File: src/hw/rtl/cesp_pkg.sv
// ----------------------------------------------------------------------------
// cesp_pkg
// Shared constants, codes and the byte classifier of the CSI escape parser.
// ----------------------------------------------------------------------------
package cesp_pkg;

  localparam int DEF_MAX_PARAMS = 8;
  localparam int DEF_PARAM_BITS = 16;
  localparam int ARG_BITS       = 16;
  localparam int FINAL_ARGS     = 5;

  localparam logic [7:0] CH_ESC      = 8'h1B;
  localparam logic [7:0] CH_LBRACKET = 8'h5B;
  localparam logic [7:0] CH_QMARK    = 8'h3F;
  localparam logic [7:0] CH_SEMI     = 8'h3B;
  localparam logic [7:0] CH_DIGIT_0  = 8'h30;
  localparam logic [7:0] CH_DIGIT_9  = 8'h39;
  localparam logic [7:0] CH_UPPER_D  = 8'h44;
  localparam logic [7:0] CH_UPPER_C  = 8'h43;
  localparam logic [7:0] CH_UPPER_J  = 8'h4A;
  localparam logic [7:0] CH_UPPER_H  = 8'h48;
  localparam logic [7:0] CH_LOWER_H  = 8'h68;
  localparam logic [7:0] CH_LOWER_L  = 8'h6C;
  localparam logic [7:0] CH_LOWER_M  = 8'h6D;

  localparam int ALT_SCREEN_CODE = 1049;
  localparam int SGR_FG_CODE     = 38;
  localparam int COLOR_TYPE_RGB  = 2;
  localparam int CUP_COUNT       = 2;
  localparam int ALT_COUNT       = 1;
  localparam int SGR_TYPE_COUNT  = 2;
  localparam int RGB_COUNT       = 5;

  typedef enum logic [2:0] {
    CMD_NONE      = 3'd0,
    CMD_LEFT      = 3'd1,
    CMD_RIGHT     = 3'd2,
    CMD_SET_CURSOR = 3'd3,
    CMD_CLEAR     = 3'd4,
    CMD_ALT_ON    = 3'd5,
    CMD_ALT_OFF   = 3'd6,
    CMD_SET_COLOR = 3'd7
  } cmd_t;

  typedef enum logic [3:0] {
    ERR_NONE          = 4'd0,
    ERR_CUP_COUNT     = 4'd1,
    ERR_NO_PRIVATE    = 4'd2,
    ERR_BAD_PRIVATE   = 4'd3,
    ERR_NO_COLOR_TYPE = 4'd4,
    ERR_BAD_COLOR_TYPE = 4'd5,
    ERR_COLOR_COUNT   = 4'd6,
    ERR_BAD_SGR       = 4'd7,
    ERR_BAD_FINAL     = 4'd8
  } err_t;

  typedef struct packed {
    logic is_esc;
    logic is_intro;
    logic is_digit;
    logic is_semi;
    logic is_final;
  } byte_class_t;

  function automatic byte_class_t classify(input logic [7:0] ch);
    byte_class_t cls;
    cls.is_esc   = (ch == CH_ESC);
    cls.is_intro = (ch == CH_LBRACKET) || (ch == CH_QMARK);
    cls.is_digit = (ch >= CH_DIGIT_0) && (ch <= CH_DIGIT_9);
    cls.is_semi  = (ch == CH_SEMI);
    cls.is_final = !(cls.is_esc || cls.is_intro || cls.is_digit || cls.is_semi);
    return cls;
  endfunction

endpackage

File: src/hw/rtl/cesp_param_state.sv
// ----------------------------------------------------------------------------
// cesp_param_state
// Sequence state, parameter accumulator, parameter store and screen select.
// ----------------------------------------------------------------------------
module cesp_param_state #(
  parameter int MAX_PARAMS = cesp_pkg::DEF_MAX_PARAMS,
  parameter int PARAM_BITS = cesp_pkg::DEF_PARAM_BITS,
  localparam int CW = $clog2(MAX_PARAMS + 1)
) (
  input  logic                   clk,
  input  logic                   rst,
  input  logic                   step,
  input  cesp_pkg::byte_class_t  cls,
  input  logic [7:0]             ch,
  input  logic                   alt_set,
  input  logic                   alt_clr,
  output logic                   in_sequence,
  output logic [CW-1:0]          final_count,
  output logic [cesp_pkg::FINAL_ARGS-1:0][PARAM_BITS-1:0] final_params,
  output logic                   alt_next
);
  import cesp_pkg::*;

  localparam int IW = $clog2(MAX_PARAMS);
  localparam int AW = PARAM_BITS + 4;

  logic [PARAM_BITS-1:0] current_value;
  logic [PARAM_BITS-1:0] param_store [MAX_PARAMS];
  logic [CW-1:0]         param_count;
  logic                  alt_active;

  logic                  room;
  logic                  push;
  logic [AW-1:0]         acc_ext;
  logic [AW-1:0]         acc_sum;
  logic [PARAM_BITS-1:0] current_value_next;

  always_comb begin
    room     = param_count < CW'(MAX_PARAMS);
    push     = step && in_sequence && !cls.is_esc && (cls.is_semi || cls.is_final);
    final_count = room ? param_count + CW'(1) : param_count;
    acc_ext  = {4'b0000, current_value};
    acc_sum  = (acc_ext << 3) + (acc_ext << 1) + AW'(ch[3:0]);
    current_value_next = (acc_sum[AW-1:PARAM_BITS] != 4'b0000) ? {PARAM_BITS{1'b1}}
                                                               : acc_sum[PARAM_BITS-1:0];
    for (int i = 0; i < FINAL_ARGS; i++) begin
      if (CW'(i) < param_count) begin
        final_params[i] = param_store[i];
      end else if (CW'(i) == param_count && room) begin
        final_params[i] = current_value;
      end else begin
        final_params[i] = '0;
      end
    end
    alt_next = alt_set ? 1'b1 : (alt_clr ? 1'b0 : alt_active);
  end

  always_ff @(posedge clk) begin
    if (rst) begin
      in_sequence   <= 1'b0;
      current_value <= '0;
      param_count   <= '0;
      alt_active    <= 1'b0;
    end else if (step) begin
      alt_active <= alt_next;
      if (cls.is_esc) begin
        in_sequence <= 1'b1;
        param_count <= '0;
      end else if (in_sequence) begin
        if (cls.is_digit) begin
          current_value <= current_value_next;
        end else if (cls.is_semi || cls.is_final) begin
          current_value <= '0;
          param_count   <= final_count;
          if (cls.is_final) begin
            in_sequence <= 1'b0;
          end
        end
      end
    end
  end

  always_ff @(posedge clk) begin
    if (push && room) begin
      param_store[param_count[IW-1:0]] <= current_value;
    end
  end

endmodule

File: src/hw/rtl/cesp_cmd_decode.sv
// ----------------------------------------------------------------------------
// cesp_cmd_decode
// Final byte decode into command, arguments, error code and screen select.
// ----------------------------------------------------------------------------
module cesp_cmd_decode #(
  parameter int MAX_PARAMS = cesp_pkg::DEF_MAX_PARAMS,
  parameter int PARAM_BITS = cesp_pkg::DEF_PARAM_BITS,
  localparam int CW = $clog2(MAX_PARAMS + 1)
) (
  input  logic                   active,
  input  logic [7:0]             ch,
  input  logic [CW-1:0]          final_count,
  input  logic [cesp_pkg::FINAL_ARGS-1:0][PARAM_BITS-1:0] final_params,
  output cesp_pkg::cmd_t         command,
  output logic [cesp_pkg::ARG_BITS-1:0] arg_a,
  output logic [cesp_pkg::ARG_BITS-1:0] arg_b,
  output logic [cesp_pkg::ARG_BITS-1:0] arg_c,
  output cesp_pkg::err_t         error,
  output logic                   alt_set,
  output logic                   alt_clr
);
  import cesp_pkg::*;

  function automatic logic [ARG_BITS-1:0] to_arg(input logic [PARAM_BITS-1:0] p);
    logic [PARAM_BITS+ARG_BITS-1:0] wide;
    wide = {{ARG_BITS{1'b0}}, p};
    return wide[ARG_BITS-1:0];
  endfunction

  always_comb begin
    command = CMD_NONE;
    error   = ERR_NONE;
    arg_a   = '0;
    arg_b   = '0;
    arg_c   = '0;
    alt_set = 1'b0;
    alt_clr = 1'b0;
    if (active) begin
      case (ch)
        CH_UPPER_D: command = CMD_LEFT;
        CH_UPPER_C: command = CMD_RIGHT;
        CH_UPPER_J: command = CMD_CLEAR;
        CH_UPPER_H: begin
          if (final_count != CW'(CUP_COUNT)) begin
            error = ERR_CUP_COUNT;
          end else begin
            command = CMD_SET_CURSOR;
            arg_a   = to_arg(final_params[1]);
            arg_b   = to_arg(final_params[0]);
          end
        end
        CH_LOWER_H, CH_LOWER_L: begin
          if (final_count != CW'(ALT_COUNT)) begin
            error = ERR_NO_PRIVATE;
          end else if (final_params[0] != PARAM_BITS'(ALT_SCREEN_CODE)) begin
            error = ERR_BAD_PRIVATE;
          end else if (ch == CH_LOWER_H) begin
            command = CMD_ALT_ON;
            alt_set = 1'b1;
          end else begin
            command = CMD_ALT_OFF;
            alt_clr = 1'b1;
          end
        end
        CH_LOWER_M: begin
          if (final_params[0] != PARAM_BITS'(SGR_FG_CODE)) begin
            error = ERR_BAD_SGR;
          end else if (final_count < CW'(SGR_TYPE_COUNT)) begin
            error = ERR_NO_COLOR_TYPE;
          end else if (final_params[1] != PARAM_BITS'(COLOR_TYPE_RGB)) begin
            error = ERR_BAD_COLOR_TYPE;
          end else if (final_count != CW'(RGB_COUNT)) begin
            error = ERR_COLOR_COUNT;
          end else begin
            command = CMD_SET_COLOR;
            arg_a   = to_arg(final_params[2]);
            arg_b   = to_arg(final_params[3]);
            arg_c   = to_arg(final_params[4]);
          end
        end
        default: error = ERR_BAD_FINAL;
      endcase
    end
  end

endmodule

File: src/hw/rtl/csi_escape_sequence_parser.sv
// a byte accepted into the input register is decoded into the result register,
// where the receiver can take it; throughput: one byte per cycle unless out_ready
// holds a result back; classify, accumulate and decode share one
// register-to-register path from the input register to the result register
// reset clears the sequence state, parameter count, accumulator and screen
// select at once; the parameter store is not cleared
// ----------------------------------------------------------------------------
// csi_escape_sequence_parser
// Terminal byte parser for CSI escape sequences, one result per byte.
// ----------------------------------------------------------------------------
module csi_escape_sequence_parser #(
  parameter int MAX_PARAMS = cesp_pkg::DEF_MAX_PARAMS,
  parameter int PARAM_BITS = cesp_pkg::DEF_PARAM_BITS
) (
  input  logic        clk,
  input  logic        rst,
  input  logic        in_valid,
  output logic        in_ready,
  input  logic [7:0]  ch,
  output logic        out_valid,
  input  logic        out_ready,
  output logic        consumed,
  output logic [2:0]  command,
  output logic [cesp_pkg::ARG_BITS-1:0] arg_a,
  output logic [cesp_pkg::ARG_BITS-1:0] arg_b,
  output logic [cesp_pkg::ARG_BITS-1:0] arg_c,
  output logic [3:0]  error,
  output logic        alternate_screen
);
  import cesp_pkg::*;

  localparam int CW = $clog2(MAX_PARAMS + 1);

  logic        hold_valid;
  logic [7:0]  hold_ch;
  logic        step;
  byte_class_t cls;

  logic        in_sequence;
  logic [CW-1:0] final_count;
  logic [FINAL_ARGS-1:0][PARAM_BITS-1:0] final_params;
  logic        alt_next;
  logic        alt_set;
  logic        alt_clr;
  cmd_t        dec_command;
  err_t        dec_error;
  logic [ARG_BITS-1:0] dec_a;
  logic [ARG_BITS-1:0] dec_b;
  logic [ARG_BITS-1:0] dec_c;

  assign step     = hold_valid && (!out_valid || out_ready);
  assign in_ready = !hold_valid || step;
  assign cls      = classify(hold_ch);

  cesp_param_state #(
    .MAX_PARAMS(MAX_PARAMS),
    .PARAM_BITS(PARAM_BITS)
  ) u_state (
    .clk         (clk),
    .rst         (rst),
    .step        (step),
    .cls         (cls),
    .ch          (hold_ch),
    .alt_set     (alt_set),
    .alt_clr     (alt_clr),
    .in_sequence (in_sequence),
    .final_count (final_count),
    .final_params(final_params),
    .alt_next    (alt_next)
  );

  cesp_cmd_decode #(
    .MAX_PARAMS(MAX_PARAMS),
    .PARAM_BITS(PARAM_BITS)
  ) u_decode (
    .active      (in_sequence && cls.is_final),
    .ch          (hold_ch),
    .final_count (final_count),
    .final_params(final_params),
    .command     (dec_command),
    .arg_a       (dec_a),
    .arg_b       (dec_b),
    .arg_c       (dec_c),
    .error       (dec_error),
    .alt_set     (alt_set),
    .alt_clr     (alt_clr)
  );

  // input register
  always_ff @(posedge clk) begin
    if (rst) begin
      hold_valid <= 1'b0;
    end else if (in_ready) begin
      hold_valid <= in_valid;
    end
    if (in_ready && in_valid) begin
      hold_ch <= ch;
    end
  end

  // result register
  always_ff @(posedge clk) begin
    if (rst) begin
      out_valid <= 1'b0;
    end else begin
      out_valid <= step || (out_valid && !out_ready);
    end
    if (step) begin
      consumed         <= cls.is_esc || in_sequence;
      command          <= dec_command;
      arg_a            <= dec_a;
      arg_b            <= dec_b;
      arg_c            <= dec_c;
      error            <= dec_error;
      alternate_screen <= alt_next;
    end
  end

`ifndef SYNTHESIS
  a_plain_text_quiet: assert property (@(posedge clk) disable iff (rst)
    out_valid && !consumed |-> command == CMD_NONE && error == ERR_NONE)
    else $error("plain text request carries a command or error");

  a_cmd_no_error: assert property (@(posedge clk) disable iff (rst)
    out_valid && command != CMD_NONE |-> error == ERR_NONE)
    else $error("command issued together with an error");

  a_alt_on_screen: assert property (@(posedge clk) disable iff (rst)
    out_valid && command == CMD_ALT_ON |-> alternate_screen)
    else $error("alternate screen not active after switch on");

  a_stall_only_on_output: assert property (@(posedge clk) disable iff (rst)
    !in_ready |-> out_valid && !out_ready)
    else $error("input stalled while result register is free");
`endif

endmodule

File: config.mk
export PLATFORM = sky130hd
export DESIGN_NAME = csi_escape_sequence_parser
export DESIGN_NICKNAME = d
export VERILOG_FILES = /design/src/hw/rtl/cesp_pkg.sv /design/src/hw/rtl/cesp_param_state.sv /design/src/hw/rtl/cesp_cmd_decode.sv /design/src/hw/rtl/csi_escape_sequence_parser.sv
export SDC_FILE = /design/constraint.sdc
export NUM_CORES = 1
export LEC_CHECK = 0
export BUFFER_PORTS_ARGS = -buffer_cell sky130_fd_sc_hd__buf_2
export CORE_ASPECT_RATIO = 1.25
export CORE_MARGIN = 2
export CORE_UTILIZATION = 50
export DETAILED_ROUTE_END_ITERATION = 8
export GPL_ROUTABILITY_DRIVEN = 0
export PLACE_DENSITY = 0.68
export SYNTH_ARGS = -nofsm -noshare
export SYNTH_HDL_FRONTEND = slang
export SYNTH_SLANG_ARGS = --single-unit
File: constraint.sdc
create_clock -name clk -period 8.9 [get_ports clk]
set_input_delay 0 -clock clk [delete_from_list [all_inputs] [get_ports clk]]
set_output_delay 0 -clock clk [all_outputs]
set_load 0.01 [all_outputs]
==> impl_metrics.py <==
metrics = {
    "timing": {
        "whs_ns": 0.282,
        "min_period_ns": 4.31,
        "rsz0062_at_grt": "no",
        "final-setup-viol-count": 0,
        "fin_setup_tns_ns": 0,
        "worst_pin_slew_ns": 1.29,
        "setup_ws_ns": 4.59,
        "slew_violations": 0,
        "min_period_over_period_pct": 48.4,
        "skew_ns": 0.0100,
        "hold_viol_final": 0,
        "fmax_ghz": 0.232,
        "slew-limit-headroom_pct": 14.1,
    },
    "global_routing": {
        "use_met3_pct": 3.19,
        "grt_use_total_pct": 22.8,
        "antenna_found_initial": 0,
        "grt.overflow.total": 0,
        "grt_util_met1_pct": 29.9,
        "grtUsageMet2_pct": 38.4,
        "grt_pass1_wl_mm": 33.2,
        "grt_max_degree": 62,
        "grt_busiest_layer": "met2",
        "grt_pass1_vias": 6286,
    },
    "layout": {
        "nFillCells": 1454,
        "final_common_cell": "edfxtp_1",
        "mostFrequentLayoutCells": "edfxtp_1, buf_2, a21oi_1",
        "final_area_sq_mm": 0.00998,
        "fin_nets": 861,
        "antenna_cells": 0,
        "area_growth_syn_to_layout_pct": 14.1,
        "multi_input_area_sq_mm": 0.00367,
        "drive_above_1_share_pct": 19.8,
        "regArea_sq_mm": 0.00483,
    },
    "run": {
        "maxCapViolations": 0,
    },
    "synth": {
        "ys_ff_latch": 169,
        "synth-main-ff-cell": "edfxtp_1",
        "synth-seq-area-share_pct": 55.3,
        "synth_compound_gate_area_share_pct": 16.4,
        "synth_top_family_by_area": "compound AO/OA/AOI/OAI gates",
        "synthesis.area_sq_mm": 0.00874,
        "synth_simple_gate_area_share_pct": 14.3,
        "synthMuxAreaShare_pct": 4.51,
        "synthXorXnorAreaFrac_pct": 1.00,
        "synth_edf_count": 145,
        "syn_inst": 746,
        "avgSynthCellArea_sq_um": 11.7,
        "async_reset_ff_share_pct": 0,
        "syn-num-nets": 795,
        "synth_adder_area_share_pct": 5.47,
        "yosysUniqueCellTypes": 71,
        "yosys_warnings": 0,
    },
    "clock_tree": {
        "htreeDepth": 4,
        "root_buffer": "clkbuf_16",
        "clock-sinks": 169,
        "cts_setup_buffers": 0,
        "clk_transition_reported_paths_ns": 0.07,
        "clockBufferDepth": 2,
        "numCtsBuffers": 17,
        "cts_tree": "yes",
        "clock_latency_ns": 0.43,
    },
    "setup_path": {
        "cp-end-kind": "flop",
        "cp_max_fo": 16,
        "arrival_ns": 4.55,
        "path_class": "flop to flop",
        "rrSetupSlack_ns": 4.59,
        "worstSetupStartpointType": "flop",
        "cp_data_required_time_ns": 9.14,
    },
    "drt": {
        "avgRoutedWirePerCell_microns": 19.7,
        "vias": 6494,
        "drc": 0,
        "drt_iter0_drc": 532,
        "drt-pass1-iter-count": 5,
        "totalWireLength_mm": 20.7,
        "avgViaCountPerCell": 6.19,
        "antenna_left": 0,
    },
    "power_and_ir_drop": {
        "power.internal_mw": 1.26,
        "max-vdd-ir-drop_v": 0.000125,
        "p_per_area_mw_per_mm2": 163,
        "swShare_pct": 22.6,
        "power_leakage_nw": 3.53,
        "p_sw_uw": 368,
        "p_seq_share_pct": 53.7,
        "power_frac_comb_pct": 2.7,
        "clockPowerShare_pct": 43.6,
    },
    "floorplan": {
        "dieArea_sq_mm": 0.0186,
        "row_count": 54,
        "die_y_microns": 152,
        "io_pins": 71,
        "die_x_microns": 122,
        "start_util_pct": 50.5,
        "coreArea_sq_mm": 0.0173,
    },
    "place": {
        "numPortBuffers": 70,
        "place_ws_ns": 4.67,
        "hpwl_mm": 13.6,
        "dpl_cell_area_sq_mm": 0.00926,
    },
    "outcome": {
        "outcome": "completed",
    },
    "min_path": {
        "hold_path.class": "input pin to flop",
    },
}
-- kinds of logic after synthesis --
logic type / Yosys count
mux: 39
buf+inv: 60
flops: 169
compound gates: 215
fa+ha+maj: 37
xor+xnor: 10
simple gates: 216
-- synthesized netlist by cell type, types with 4 or more instances --
| cell | n | share of area (%) |
|---|---|---|
| nor2b_1 | 22 | 1.6 |
| and2_1 | 7 | 0.50 |
| mux2i_1 | 36 | 4.1 |
| a211oi_1 | 4 | 0.34 |
| a21oi_1 | 62 | 3.6 |
| a41oi_1 | 15 | 1.5 |
| o22ai_2 | 4 | 0.57 |
| nand2_1 | 29 | 1.2 |
| or2_2 | 18 | 1.3 |
| xor2_1 | 7 | 0.70 |
| ha_1 | 35 | 5.0 |
| and3_1 | 22 | 1.6 |
| dfxtp_1 | 24 | 5.5 |
| nor2_2 | 6 | 0.43 |
| nand3_1 | 13 | 0.74 |
| nand2b_1 | 7 | 0.50 |
| clkbuf_1 | 28 | 1.2 |
| o21ai_0 | 14 | 0.80 |
| o31a_1 | 14 | 1.4 |
| nor4_1 | 7 | 0.50 |
| o211ai_1 | 4 | 0.34 |
| nor3_1 | 15 | 0.86 |
| o22ai_1 | 29 | 2.1 |
| o21a_1 | 5 | 0.43 |
| inv_1 | 14 | 0.60 |
| buf_2 | 10 | 0.57 |
| nor2_1 | 33 | 1.4 |
| nand4_1 | 10 | 0.72 |
| or4b_2 | 4 | 0.46 |
| buf_1 | 5 | 0.21 |
| edfxtp_1 | 145 | 50 |
| a31oi_1 | 36 | 2.6 |
| a21o_1 | 5 | 0.43 |
| or3_1 | 4 | 0.29 |
-- registers in the layout (all words and copies together), names as in the netlist, 3 cells and up --
signal / count
u_state.param_count: 4
arg_b: 16
hold_ch: 8
u_state.current_value: 16
command: 3
error: 4
arg_a: 16
arg_c: 16
u_state.param_store: 80
-- power by group through the flow --
stage	Sequential, mW	Clock (mW)	Combinational [mW]
6_report	0.873	0.709	0.0435
3_3_place_gp	0.890	0	0.0380
5_1_grt	0.874	0.751	0.0476
4_1_cts	0.873	0.718	0.0436
2_1_floorplan	0.896	0	0.0144
3_5_place_dp	0.890	0	0.0387
-- final timing paths --
kind / startpoint / to / depth (start not counted)
worst max register to register: hold_ch[3] / u_state.current_value[6] / 9
worst min register to register: u_state.in_sequence / u_state.in_sequence / 2
worst max-delay path: hold_ch[3] / u_state.current_value[6] / 9
worst min-delay path: ch[3] / hold_ch[3] / 2
-- through the flow --
stage	total power [mW]	instances	util (%)
after global placement	0.928	1003	53.5
after CTS	1.63	1049	57.7
after global routing	1.67	1049	57.7
after floorplan	0.911	746	-
after detailed placement	0.929	1003	53.5
final	1.63	1049	57.7
-- area by class of cell --
class,instances,area share [%]
well taps,224,2.81
flip-flops and latches,169,48.5
repair buffers,93,5.59
clock inverters,15,1.52
inverters,14,0.527
multi-input cells,517,36.8
clock buffers,17,4.26
-- repair_timing --
item,in CTS,in global routing
hold buffers,14,0
endpoints found under the setup margin,0,0
resized for setup,0,0
hold endpoints to repair,11,0
-- routing by layer --
metal | vias up | wire length, microns | share of wire, %
met4 | 0 | 466 | 2.3
met3 | 36 | 1050 | 5.1
met2 | 229 | 10500 | 51
met1 | 3160 | 8660 | 42
met5 | - | 0 | 0
li1 | 3069 | - | -
-- critical path, cell delays in order, from the launching register on --
cell and delay, ns:
edfxtp_1 0.55, fa_1 0.62, inv_1 0.07, fa_1 0.46, nand2b_1 0.19, a21o_1 0.22, a2111oi_0 0.45, o311ai_0 0.26
a221oi_2 1.06, a41oi_1 0.24
Power figures use the tool's default switching activity.
